--- src/design/u2u_pkg.sv ---
// u2u_pkg: types and constants shared by the utf-8 to utf-16 decoder
// depends on nothing
package u2u_pkg;

  localparam int UNIT_COUNT_BITS = 16;

  localparam logic [15:0] CAP_RESET = 16'd4096;
  localparam logic [15:0] SURR_HI   = 16'hD800;
  localparam logic [15:0] SURR_LO   = 16'hDC00;
  localparam logic [20:0] PAIR_BASE = 21'h10000;
  localparam logic [9:0]  SURR_TOP  = 10'h01B;
  localparam logic [2:0]  SEQ_FOUR  = 3'd4;

  typedef struct packed {
    logic [15:0] code_unit;
    logic        is_error;
    logic        last;
  } result_t;

  typedef struct packed {
    logic [1:0] cnt;
    result_t    r0;
    result_t    r1;
  } step_out_t;

endpackage

--- src/design/u2u_if.sv ---
// u2u_if: valid/ready channel interfaces for bytes, results and configuration
// depends on nothing
interface u2u_byte_if;
  logic       valid;
  logic       ready;
  logic [7:0] byte_in;
  modport source (output valid, output byte_in, input ready);
  modport sink (input valid, input byte_in, output ready);
endinterface

interface u2u_res_if;
  logic        valid;
  logic        ready;
  logic [15:0] code_unit;
  logic        is_error;
  logic        last;
  modport source (output valid, output code_unit, output is_error, output last, input ready);
  modport sink (input valid, input code_unit, input is_error, input last, output ready);
endinterface

interface u2u_cfg_if;
  logic        valid;
  logic        ready;
  logic [15:0] unit_capacity;
  modport source (output valid, output unit_capacity, input ready);
  modport sink (input valid, input unit_capacity, output ready);
endinterface

--- src/design/utf8_to_utf16_decoder_unit.sv ---
// utf8_to_utf16_decoder_unit: top level of the utf-8 to utf-16 decoder
// depends on u2u_pkg, u2u_if, u2u_step and u2u_res_queue
//
// usage:
//   src carries one utf-8 byte per beat; a zero byte ends the string.
//   res carries one utf-16 code unit per beat with is_error and last; a
//   four-byte value >= 0x10000 gives a surrogate pair in consecutive beats.
//   cfg writes unit_capacity (units per string, terminator included); it is
//   always ready; users write it only while the block is idle (unchecked).
// timing:
//   a byte waits in the input register, and when it fires its results go
//   into the two-entry result register that drives res. one byte per cycle
//   is taken while res keeps up.
// reset:
//   rst clears the decoder state, empties both registers, capacity is 4096.
// stall:
//   a held res beat keeps its payload; a byte waits in the input register
//   until there is room for all its results, and src drops ready only then.
module utf8_to_utf16_decoder_unit import u2u_pkg::*; (
  input  logic       clk,
  input  logic       rst,
  u2u_byte_if.sink   src,
  u2u_res_if.source  res,
  u2u_cfg_if.sink    cfg
);

  logic        hold_valid;
  logic [7:0]  hold_byte;
  logic [15:0] unit_capacity;
  logic        fire;
  logic [1:0]  free;
  step_out_t   step;

  assign cfg.ready = 1'b1;

  always_ff @(posedge clk) begin
    if (rst) begin
      unit_capacity <= CAP_RESET;
    end else if (cfg.valid && cfg.ready) begin
      unit_capacity <= cfg.unit_capacity;
    end
  end

  assign fire      = hold_valid && (step.cnt <= free);
  assign src.ready = !hold_valid || fire;

  always_ff @(posedge clk) begin
    if (rst) begin
      hold_valid <= 1'b0;
    end else if (src.ready) begin
      hold_valid <= src.valid;
    end
  end

  always_ff @(posedge clk) begin
    if (src.valid && src.ready) begin
      hold_byte <= src.byte_in;
    end
  end

  u2u_step u_step (
    .clk           (clk),
    .rst           (rst),
    .fire          (fire),
    .byte_in       (hold_byte),
    .unit_capacity (unit_capacity),
    .step          (step)
  );

  u2u_res_queue u_queue (
    .clk      (clk),
    .rst      (rst),
    .push_cnt (fire ? step.cnt : 2'd0),
    .r0       (step.r0),
    .r1       (step.r1),
    .free     (free),
    .res      (res)
  );

  a_reset_empty : assert property (@(posedge clk) $past(rst) |-> !res.valid)
    else $error("result valid right after reset");

  a_error_ends : assert property (@(posedge clk) disable iff (rst)
    res.valid && res.is_error |-> res.last && (res.code_unit == 16'd0))
    else $error("error result not a zero last beat");

  a_hold_stable : assert property (@(posedge clk) disable iff (rst)
    hold_valid && !fire |=> hold_valid && $stable(hold_byte))
    else $error("waiting byte lost or changed");

endmodule

--- src/design/u2u_step.sv ---
// u2u_step: decoder state and the per-byte next-state and result logic
// depends on u2u_pkg
module u2u_step import u2u_pkg::*; (
  input  logic        clk,
  input  logic        rst,
  input  logic        fire,
  input  logic [7:0]  byte_in,
  input  logic [15:0] unit_capacity,
  output step_out_t   step
);

  logic [20:0]                partial_code, partial_code_next;
  logic [1:0]                 bytes_pending, bytes_pending_next;
  logic [2:0]                 sequence_length, sequence_length_next;
  logic [UNIT_COUNT_BITS-1:0] units_written, units_written_next;
  logic                       skipping_to_end, skipping_to_end_next;

  always_comb begin
    logic [20:0]                pc_ext;
    logic [20:0]                pair_off;
    logic [UNIT_COUNT_BITS:0]   uw_p1;
    logic [UNIT_COUNT_BITS+1:0] uw_p3;
    logic                       fail;
    logic [1:0]                 pend_dec;

    pc_ext   = {partial_code[14:0], byte_in[5:0]};
    pair_off = pc_ext - PAIR_BASE;
    uw_p1    = {1'b0, units_written} + (UNIT_COUNT_BITS+1)'(1);
    uw_p3    = {2'b00, units_written} + (UNIT_COUNT_BITS+2)'(3);
    pend_dec = bytes_pending - 2'd1;
    fail     = 1'b0;

    partial_code_next    = partial_code;
    bytes_pending_next   = bytes_pending;
    sequence_length_next = sequence_length;
    units_written_next   = units_written;
    skipping_to_end_next = skipping_to_end;
    step                 = '0;

    if (skipping_to_end) begin
      if (byte_in == 8'd0) begin
        skipping_to_end_next = 1'b0;
        partial_code_next    = '0;
        bytes_pending_next   = '0;
        sequence_length_next = '0;
        units_written_next   = '0;
      end
    end else if (bytes_pending != 2'd0) begin
      if (byte_in[7:6] != 2'b10) begin
        fail = 1'b1;
      end else if (pend_dec != 2'd0) begin
        partial_code_next  = pc_ext;
        bytes_pending_next = pend_dec;
      end else if (sequence_length != SEQ_FOUR) begin
        partial_code_next    = '0;
        bytes_pending_next   = '0;
        sequence_length_next = '0;
        units_written_next   = units_written + UNIT_COUNT_BITS'(1);
        step.cnt             = 2'd1;
        step.r0              = '{code_unit: pc_ext[15:0], is_error: 1'b0, last: 1'b0};
      end else if (pc_ext[20:11] == SURR_TOP) begin
        fail = 1'b1;
      end else begin
        partial_code_next    = '0;
        bytes_pending_next   = '0;
        sequence_length_next = '0;
        if (pc_ext[20:16] != 5'd0) begin
          if (uw_p3 > {2'b00, unit_capacity}) begin
            fail = 1'b1;
          end else begin
            units_written_next = units_written + UNIT_COUNT_BITS'(2);
            step.cnt           = 2'd2;
            step.r0 = '{code_unit: SURR_HI | {6'd0, pair_off[19:10]}, is_error: 1'b0,
                        last: 1'b0};
            step.r1 = '{code_unit: SURR_LO | {6'd0, pc_ext[9:0]}, is_error: 1'b0,
                        last: 1'b0};
          end
        end
      end
    end else if (byte_in == 8'd0) begin
      partial_code_next    = '0;
      bytes_pending_next   = '0;
      sequence_length_next = '0;
      units_written_next   = '0;
      step.cnt             = 2'd1;
      step.r0              = '{code_unit: 16'd0, is_error: 1'b0, last: 1'b1};
    end else if (uw_p1 >= {1'b0, unit_capacity}) begin
      fail = 1'b1;
    end else if (!byte_in[7]) begin
      units_written_next = units_written + UNIT_COUNT_BITS'(1);
      step.cnt           = 2'd1;
      step.r0            = '{code_unit: {8'd0, byte_in}, is_error: 1'b0, last: 1'b0};
    end else if (byte_in[7:5] == 3'b110) begin
      partial_code_next    = {16'd0, byte_in[4:0]};
      bytes_pending_next   = 2'd1;
      sequence_length_next = 3'd2;
    end else if (byte_in[7:4] == 4'b1110) begin
      partial_code_next    = {17'd0, byte_in[3:0]};
      bytes_pending_next   = 2'd2;
      sequence_length_next = 3'd3;
    end else if (byte_in[7:3] == 5'b11110) begin
      partial_code_next    = {18'd0, byte_in[2:0]};
      bytes_pending_next   = 2'd3;
      sequence_length_next = SEQ_FOUR;
    end else begin
      fail = 1'b1;
    end

    if (fail) begin
      partial_code_next    = '0;
      bytes_pending_next   = '0;
      sequence_length_next = '0;
      units_written_next   = '0;
      skipping_to_end_next = (byte_in != 8'd0);
      step.cnt             = 2'd1;
      step.r0              = '{code_unit: 16'd0, is_error: 1'b1, last: 1'b1};
      step.r1              = '0;
    end
  end

  always_ff @(posedge clk) begin
    if (rst) begin
      partial_code    <= '0;
      bytes_pending   <= '0;
      sequence_length <= '0;
      units_written   <= '0;
      skipping_to_end <= 1'b0;
    end else if (fire) begin
      partial_code    <= partial_code_next;
      bytes_pending   <= bytes_pending_next;
      sequence_length <= sequence_length_next;
      units_written   <= units_written_next;
      skipping_to_end <= skipping_to_end_next;
    end
  end

endmodule

--- src/design/u2u_res_queue.sv ---
// u2u_res_queue: two-entry result register, takes up to two results per cycle
// depends on u2u_pkg and u2u_res_if
module u2u_res_queue import u2u_pkg::*; (
  input  logic       clk,
  input  logic       rst,
  input  logic [1:0] push_cnt,
  input  result_t    r0,
  input  result_t    r1,
  output logic [1:0] free,
  u2u_res_if.source  res
);

  result_t    e0, e1, e0_next, e1_next;
  logic [1:0] cnt, cnt_next;
  logic       pop;
  logic [1:0] cnt_pop;

  assign res.valid     = (cnt != 2'd0);
  assign res.code_unit = e0.code_unit;
  assign res.is_error  = e0.is_error;
  assign res.last      = e0.last;

  assign pop     = res.valid && res.ready;
  assign cnt_pop = cnt - {1'b0, pop};
  assign free    = 2'd2 - cnt_pop;

  always_comb begin
    e0_next = e0;
    e1_next = e1;
    if (pop) begin
      e0_next = e1;
    end
    case (cnt_pop)
      2'd0: begin
        if (push_cnt != 2'd0) begin
          e0_next = r0;
        end
        if (push_cnt == 2'd2) begin
          e1_next = r1;
        end
      end
      2'd1: begin
        if (push_cnt != 2'd0) begin
          e1_next = r0;
        end
      end
      default: begin
      end
    endcase
    cnt_next = cnt_pop + push_cnt;
  end

  always_ff @(posedge clk) begin
    if (rst) begin
      cnt <= '0;
    end else begin
      cnt <= cnt_next;
    end
  end

  always_ff @(posedge clk) begin
    e0 <= e0_next;
    e1 <= e1_next;
  end

endmodule

--- src/flat_wrapper.sv ---
// flat-port wrapper written by rule: the top's interface ports become plain ports
module utf8_to_utf16_decoder_unit_flat import u2u_pkg::*;
  (clk, rst, src_valid, src_byte_in, src_ready, res_valid, res_code_unit, res_is_error, res_last, res_ready, cfg_valid, cfg_unit_capacity, cfg_ready);
  u2u_byte_if src_i ();
  u2u_res_if res_i ();
  u2u_cfg_if cfg_i ();
  input  logic clk;
  input  logic rst;
  input wire logic [$bits(src_i.valid)-1:0] src_valid;
  input wire logic [$bits(src_i.byte_in)-1:0] src_byte_in;
  output wire logic [$bits(src_i.ready)-1:0] src_ready;
  output wire logic [$bits(res_i.valid)-1:0] res_valid;
  output wire logic [$bits(res_i.code_unit)-1:0] res_code_unit;
  output wire logic [$bits(res_i.is_error)-1:0] res_is_error;
  output wire logic [$bits(res_i.last)-1:0] res_last;
  input wire logic [$bits(res_i.ready)-1:0] res_ready;
  input wire logic [$bits(cfg_i.valid)-1:0] cfg_valid;
  input wire logic [$bits(cfg_i.unit_capacity)-1:0] cfg_unit_capacity;
  output wire logic [$bits(cfg_i.ready)-1:0] cfg_ready;
  assign src_i.valid = src_valid;
  assign src_i.byte_in = src_byte_in;
  assign src_ready = src_i.ready;
  assign res_valid = res_i.valid;
  assign res_code_unit = res_i.code_unit;
  assign res_is_error = res_i.is_error;
  assign res_last = res_i.last;
  assign res_i.ready = res_ready;
  assign cfg_i.valid = cfg_valid;
  assign cfg_i.unit_capacity = cfg_unit_capacity;
  assign cfg_ready = cfg_i.ready;
  utf8_to_utf16_decoder_unit u_core (.clk(clk), .rst(rst), .src(src_i), .res(res_i), .cfg(cfg_i));
endmodule
--- config.mk ---
export PLATFORM = sky130hd
export DESIGN_NAME = utf8_to_utf16_decoder_unit_flat
export DESIGN_NICKNAME = d
export VERILOG_FILES = /design/src/design/u2u_pkg.sv /design/src/design/u2u_if.sv /design/src/design/utf8_to_utf16_decoder_unit.sv /design/src/design/u2u_step.sv /design/src/design/u2u_res_queue.sv /design/src/flat_wrapper.sv
export SDC_FILE = /design/constraint.sdc
export NUM_CORES = 1
export LEC_CHECK = 0
export BUFFER_PORTS_ARGS = -buffer_cell sky130_fd_sc_hd__buf_2
export CAP_MARGIN = 5
export CORE_UTILIZATION = 66
export DETAILED_ROUTE_END_ITERATION = 7
export PLACE_DENSITY = 0.86
export SLEW_MARGIN = 10
export SYNTH_ARGS = -nofsm -noshare
export SYNTH_HDL_FRONTEND = slang
export SYNTH_SLANG_ARGS = --single-unit
--- constraint.sdc ---
create_clock -name clk -period 11.65 [get_ports clk]
set_clock_uncertainty 0.2 [all_clocks]
set_input_delay 0.5825 -clock clk [delete_from_list [all_inputs] [get_ports clk]]
set_output_delay 0.5825 -clock clk [all_outputs]
set_load 0.01 [all_outputs]
# After elaboration in Yosys (flattened, before gate mapping)
# Index checks and enable logic that the tools add are counted.
[word_totals]
regBits = 100
input_bits = 29
[op_classes]
n_eq_ne = 19
reduce_logical = 20
add_sub_neg = 9
n_mux = 93
n_lt_le_gt_ge = 3
[ops]
columns = ["op", "n"]
rows = [
  ["two-way mux 38 bit", 7],
  ["two-way mux 15 bit", 14],
  ["two-way mux 16 bit", 13],
  ["two-way mux 18 bit", 7],
  ["two-way mux 19 bit", 3],
  ["two-way mux 3 bit", 14],
  ["two-way mux 20 bit", 2],
  ["case mux 18 bit (2 select lines)", 1],
  ["two-way mux 2 bit", 15],
  ["subtractor 20 x 17 -> 20 bit (second input constant)", 1],
  ["adder 16 x 1 -> 17 bit (second input constant)", 1],
  ["adder 16 x 2 -> 17 bit (second input constant)", 1],
  [">= comparator 17 x 16 -> 1 bit", 1],
  ["> comparator 17 x 16 -> 1 bit", 1],
  ["two-way mux 1 bit", 17],
  ["adder 16 x 1 -> 16 bit (second input constant)", 1],
  ["adder 16 x 2 -> 16 bit (second input constant)", 1],
  ["inequality test 4 x 3 -> 1 bit (second input constant)", 3],
  ["equality test 10 x 5 -> 1 bit (second input constant)", 1],
  ["inequality test 5 x 4 -> 1 bit (second input constant)", 2],
  ["nonzero test 2 bit", 5],
  ["AND reduction 9 bit", 1],
  ["logical NOT 8 bit", 1],
  ["AND reduction 8 bit", 1],
  ["26 further kinds", 30],
]

# Logic depth before layout (Yosys ltp)
[depth]
word_depth = 17
ltp_mapped = 27

# By module
# Synthesis repeated with hierarchy kept, for this count alone.
[unflattened]
cells_unflattened = 786
area_unflattened_um2 = 6636.4
[by_module_without_submodules]
columns = ["module", "n_inst", "area_each_um2", "seq_area_each_um2", "cells_per_inst"]
rows = [
  ["u2u_step", 1, 4013.8, 740.7, 555],
  ["u2u_res_queue", 1, 1671.6, 940.9, 154],
  ["utf8_to_utf16_decoder_unit", 1, 950.9, 580.6, 77],
]

# Worst setup path after synthesis
# OpenSTA, ideal clock, no wires.
[synth_timing]
path_kind = "register to register"
start = "register u_core.u_step.units_written[0]"
end = "register u_core.u_queue.e1[0] (netlist bit) (enable)"
setup_ns = 0.421
slack_ns = 5.448
arrival_ns = 5.581
stages_incl_launch_ff = 22
period_less_slack_ns = 6.202
cell_sequence = "dfxtp_1 > clkbuf_1 > inv_1 > ha_1 > or3_1 > buf_6 > xnor2_1 > ha_1 > nand4_1 > inv_1 > a2111o_1 > o211ai_1 > nand3b_1 > inv_1 > clkbuf_1 > ha_1 > nor2b_1 > o21ai_0 > nand2_1 > inv_1 > o21ai_0 > a211oi_1"
[synth_between]
elab_chain_len = 17
[synth_lines]
columns = ["item", "line", "text"]
rows = [
  ["from (decl)", "u2u_step.sv:15", "logic [UNIT_COUNT_BITS-1:0] units_written, units_written_next;"],
  ["from (signal assigned)", "u2u_step.sv:132", "units_written <= units_written_next;"],
  ["adder 16 x 2 -> 17 bit", "u2u_step.sv:29", "uw_p3 = {2'b00, units_written} + (UNIT_COUNT_BITS+2)'(3);"],
  ["> comparator 17 x 16 -> 1 bit", "u2u_step.sv:68", "if (uw_p3 > {2'b00, unit_capacity}) begin"],
  ["two-way mux 1 bit / two-way mux 38 bit (equally long branches)", "u2u_step.sv:68", ""],
  ["two-way mux 1 bit / two-way mux 38 bit (equally long branches)", "u2u_step.sv:67", "if (pc_ext[20:16] != 5'd0) begin"],
  ["two-way mux 1 bit / two-way mux 38 bit (equally long branches)", "u2u_step.sv:61", "end else if (pc_ext[20:11] == SURR_TOP) begin"],
  ["two-way mux 1 bit / two-way mux 20 bit (equally long branches)", "u2u_step.sv:54", "end else if (sequence_length != SEQ_FOUR) begin"],
  ["two-way mux 1 bit / two-way mux 38 bit (equally long branches)", "u2u_step.sv:51", "end else if (pend_dec != 2'd0) begin"],
  ["two-way mux 1 bit / two-way mux 38 bit (equally long branches)", "u2u_step.sv:49", "if (byte_in[7:6] != 2'b10) begin"],
  ["two-way mux 1 bit / two-way mux 20 bit (equally long branches)", "u2u_step.sv:48", "end else if (bytes_pending != 2'd0) begin"],
  ["two-way mux 1 bit / two-way mux 38 bit (equally long branches)", "u2u_step.sv:40", "if (skipping_to_end) begin"],
  ["two-way mux 38 bit (*)", "u2u_step.sv:109", "if (fail) begin"],
  ["<= comparator 2 bit", "utf8_to_utf16_decoder_unit.sv:44", "assign fire = hold_valid && (step.cnt <= free);"],
  ["logical AND 1 bit", "utf8_to_utf16_decoder_unit.sv:44", ""],
  ["two-way mux 2 bit (*)", "utf8_to_utf16_decoder_unit.sv:73", ".push_cnt (fire ? step.cnt : 2'd0),"],
  ["equality test 2 bit / nonzero test 2 bit (equally long branches)", "u2u_res_queue.sv:38, u2u_res_queue.sv:43", ""],
  ["inequality test 2 bit (no source line)", "--", ""],
  ["AND reduction 3 bit (no source line) (*)", "--", ""],
  ["to (signal assigned)", "u2u_res_queue.sv:63", "e1 <= e1_next;"],
  ["to (decl)", "u2u_res_queue.sv:13", "result_t e0, e1, e0_next, e1_next;"],
]
# Mark *: on every way between the ends. The rest lies on a longest branch, timed or not.
# A chain may end at the register's enable or synchronous reset.

# Worst setup path in the final report
[layout_timing]
start = "register u_core.u_step.units_written[0]"
end = "register u_core.u_step.partial_code[4]"
[layout_between]
elab_chain_len = 14
[layout_lines]
columns = ["item", "line", "text"]
rows = [
  ["adder 16 x 2 -> 17 bit", "u2u_step.sv:29", ""],
  ["> comparator 17 x 16 -> 1 bit", "u2u_step.sv:68", ""],
  ["two-way mux 1 bit / two-way mux 38 bit (equally long branches)", "u2u_step.sv:68", ""],
  ["two-way mux 1 bit / two-way mux 38 bit (equally long branches)", "u2u_step.sv:67", ""],
  ["two-way mux 1 bit / two-way mux 38 bit (equally long branches)", "u2u_step.sv:61", ""],
  ["two-way mux 1 bit / two-way mux 20 bit (equally long branches)", "u2u_step.sv:54", ""],
  ["two-way mux 1 bit / two-way mux 38 bit (equally long branches)", "u2u_step.sv:51", ""],
  ["two-way mux 1 bit / two-way mux 38 bit (equally long branches)", "u2u_step.sv:49", ""],
  ["two-way mux 1 bit / two-way mux 20 bit (equally long branches)", "u2u_step.sv:48", ""],
  ["two-way mux 1 bit / two-way mux 38 bit (equally long branches)", "u2u_step.sv:40", ""],
  ["two-way mux 38 bit", "u2u_step.sv:109", ""],
  ["<= comparator 2 bit", "utf8_to_utf16_decoder_unit.sv:44", ""],
  ["logical AND 1 bit", "utf8_to_utf16_decoder_unit.sv:44", ""],
  ["AND reduction 7 bit (no source line)", "--", ""],
  ["to (signal assigned)", "u2u_step.sv:129", "partial_code <= partial_code_next;"],
  ["to (decl)", "u2u_step.sv:12", "logic [20:0] partial_code, partial_code_next;"],
]
# Several ways; a longest one is shown, not always the timed one.

==> impl_metrics.toml <==
[die]
core_area_um2 = 9820
start_util = 0.685
die_w_um = 103
fp-row-count = 36
die-area_um2 = 10600
die_h_um = 103
io_pins = 50

[power_and_ir_drop]
p_leak_nw = 2.89
power_density_nw_per_um2 = 185
peakVddDrop_uv = 147
power.total_mw = 1.31

[logic_synthesis]
synth-main-ff-cell = "dfxtp_1"
synth.largest_area_cell = "dfxtp_1"
yosysWarnings = 0
synth_area_um2 = 6730
ys_top_cells_by_area = "dfxtp_1, edfxtp_1, ha_1"
async_flop_share = 0
synth_cells = 763
synth_area_per_cell_um2 = 8.82
syn_nets = 836
synth_top_area_frac = 0.220
synth_seq_cells = 100
synth_cell_type_count = 85
synth_edf_count = 26
synth-seq-area-share = 0.336

[routing]
drc_errors = 0
routed_wl_um = 18900
drt-initial-drc-count = 624
wire_per_inst_um = 20.8
firstDrtPassIters = 6
vias_per_cell = 6.56
antenna_left = 0
num_vias = 5954

[grt]
grt_busiest_layer = "met2"
grt_pass1_wl_um = 28800
grt_use_met1 = 0.512
grt_pass1_vias = 5544
grt_util_met2 = 0.557
antenna_found_initial = 0
track_usage = 0.365
met3_usage = 0.0780
overflow = 0
grt_max_degree = 41

[worst_setup_path]
cpPeakStageDelay_ps = 650
cpMostUsedCell = "inv_1"
r2r-start = "u_core.u_step.units_written[0]"
ff2ff_path_depth = 20
crit_type = "reg -> reg"
cp-start-kind = "flip-flop"
end_kind = "flip-flop"
arrival_ps = 7120
path_cells = "inv_1 -> ha_1 -> or3_1 -> xnor2_1 -> ha_1 -> nand4_1 -> inv_1 -> a2111o_1 -> o211ai_1 -> nand3b_1 -> inv_1 -> ha_1 -> nor2b_1 -> o21ai_0 -> nand2_1 -> inv_1 -> o21ai_0 -> a31o_1 -> or4b_1 -> a21oi_1"
reg2reg_slack_ps = 4640
path_max_fanout = 29
timing.rr.end = "u_core.u_step.partial_code[4]"
cp.required_ps = 11760
cpMaxStageDelayCell = "dfxtp_1"

[placed_design]
io_buffers = 48
gp_congestion = 1.03
placed_cells = 892
place_hpwl_um = 14200
place_ws_ps = 4790

[timing]
final-max-slew-violation-count = 0
hold_viol = 0
fmax_mhz = 143
post-route-period-util = 0.602
tns_ps = 0
slew_headroom = 0.200
layout_min_cycle_time_ps = 7010
worst_pin_slew_ps = 1200
setup_viol_count_final = 0
rsz0062_at_grt = "no"
fin_ws_ps = 4640

[hold_path]
min_from = "src_byte_in[4]"
hold_class = "in -> reg"
worst_hold_path.endpoint = "u_core.hold_byte[4]"
whs_path_depth = 1

[clock_tree]
insertion_delay_ps = 390
numCtsBuffers = 9
cts_resized = 0
cts_sinks = 100
cts_tree = "done"
htreeDepth = 3
root_buffer = "clkbuf_8"
postCtsSetupBuffers = 0
path_clk_slew_ps = 90
clockBufferDepth = 2
hold_buffers = 0

[status]
outcome = "finished clean"

[cells_and_area]
drive_above_1_share = 0.129
nets = 843
nFillCells = 794
insertedDiodeCount = 0
fin_cells = 908
fin_util = 0.718
synthToLayoutAreaGrowth_pct = 4.87

[job]
maxCapViolCount = 0
[power by group]
| group | switching (mW) | leakage (nW) | internal, mW | total [mW] |
|---|---|---|---|---|
| sequential | 0.0526 | 0.849 | 0.432 | 0.485 |
| clock | 0.126 | 0.0901 | 0.0832 | 0.210 |
| combinational | 0.391 | 1.95 | 0.222 | 0.613 |
| total | 0.570 | 2.89 | 0.738 | 1.31 |
[per-layer routing]
metal / part of all wire / vias to the layer above
met5: 0 / -
li1: - / 2778
met3: 0.099 / 43
met1: 0.43 / 2806
met2: 0.44 / 327
met4: 0.025 / 0
[critical path, delay by kind of cell, from the launching register on]
kind / cells / cell delay [ps]
and+or+nand+nor: 6 / 2160
AOI/OAI and AO/OA: 6 / 1930
adders and majority gates: 3 / 900
buffers and inverters: 4 / 900
DFF: 1 / 650
xor gates and xnor gates: 1 / 190
[registers in the layout, summed over array words and instances, names as in the netlist]
register,count
u_core.u_queue.res.last,1
u_core.u_queue.res.code_unit,16
u_core.u_step.bytes_pending,2
u_core.u_step.units_written,16
u_core.u_queue.cnt,2
u_core.unit_capacity,16
u_core.u_queue.res.is_error,1
u_core.u_step.skipping_to_end,1
u_core.u_step.sequence_length,3
u_core.hold_valid,1
u_core.hold_byte,8
u_core.u_step.partial_code,15
u_core.u_queue.e1,18
[area by class of cell]
type,instances,area [um2],area share
well taps,133,166,0.0236
multi-input cells,566,4030,0.571
clock inverters,6,38.8,0.00550
flip-flops and latches,100,2260,0.321
inverters,42,158,0.0223
clock buffers,10,138,0.0195
repair buffers,51,263,0.0372
[worst max-delay path by stage]
stage                                    from                              end  slack, ps  cells after the start
2_1_floorplan  u_core.u_step.units_written[0]             u_core.u_queue.e1[0]       5450                     21
3_3_place_gp   u_core.u_step.units_written[0]  u_core.u_queue.res.code_unit[5]       5090                     19
3_5_place_dp   u_core.u_step.units_written[0]  u_core.u_queue.res.code_unit[1]       4790                     19
4_1_cts        u_core.u_step.units_written[0]  u_core.u_queue.res.code_unit[1]       4780                     19
5_1_grt        u_core.u_step.units_written[0]    u_core.u_step.partial_code[4]       4170                     21
6_report       u_core.u_step.units_written[0]    u_core.u_step.partial_code[4]       4640                     20
[metrics by stage]
step,area (um2),hold WS [ps]
after floorplan,6730,237
after global placement,6880,254
final,7050,166
after global routing,7050,148
after detailed placement,6880,276
after CTS,7050,151
[cell usage after synthesis (all sizes together), types with 4 or more instances]
cell type  number
nor2b           8
xnor2          19
and2            7
nor4            7
or3             8
a22o            8
o21ai          26
a32o            6
a22oi           8
nand3          40
nand2          77
clkbuf         28
inv            42
buf            27
dfxtp          74
mux2i          45
xor2           14
mux2            9
o41ai          12
a21o            6
nand4b          5
o32ai           7
and3            5
a31oi           5
nand2b          9
a21oi          35
ha             44
o22ai           6
nor3           10
nand4          14
edfxtp         26
nor2           67
o31ai           4
[placed cells by master (no fill, tap or decap), types with 14 or more instances in the layout]
cell,instances
a21oi_1,35
ha_1,44
dfxtp_1,74
inv_1,42
nor2_1,66
buf_2,48
nand2_1,76
edfxtp_1,26
mux2i_1,45
o21ai_0,23
nand3_1,39
xnor2_1,19
xor2_1,14
[cell families (layout without fill, tap and decap cells)]
| family | count (synthesis) | count (layout) | share of synthesized area |
|---|---|---|---|
| AND/OR/NAND/NOR | 275 | 275 | 0.212 |
| AO/OA/AOI/OAI | 159 | 159 | 0.177 |
| flip-flops | 100 | 100 | 0.336 |
| buffers and inverters | 97 | 109 | 0.0671 |
| multiplexers | 54 | 54 | 0.0820 |
| adder cells (fa/ha/maj) | 44 | 44 | 0.0818 |
| XOR/XNOR | 33 | 33 | 0.0430 |
| other | 1 | 1 | 0.000558 |
(Power assumes the default switching activity.)
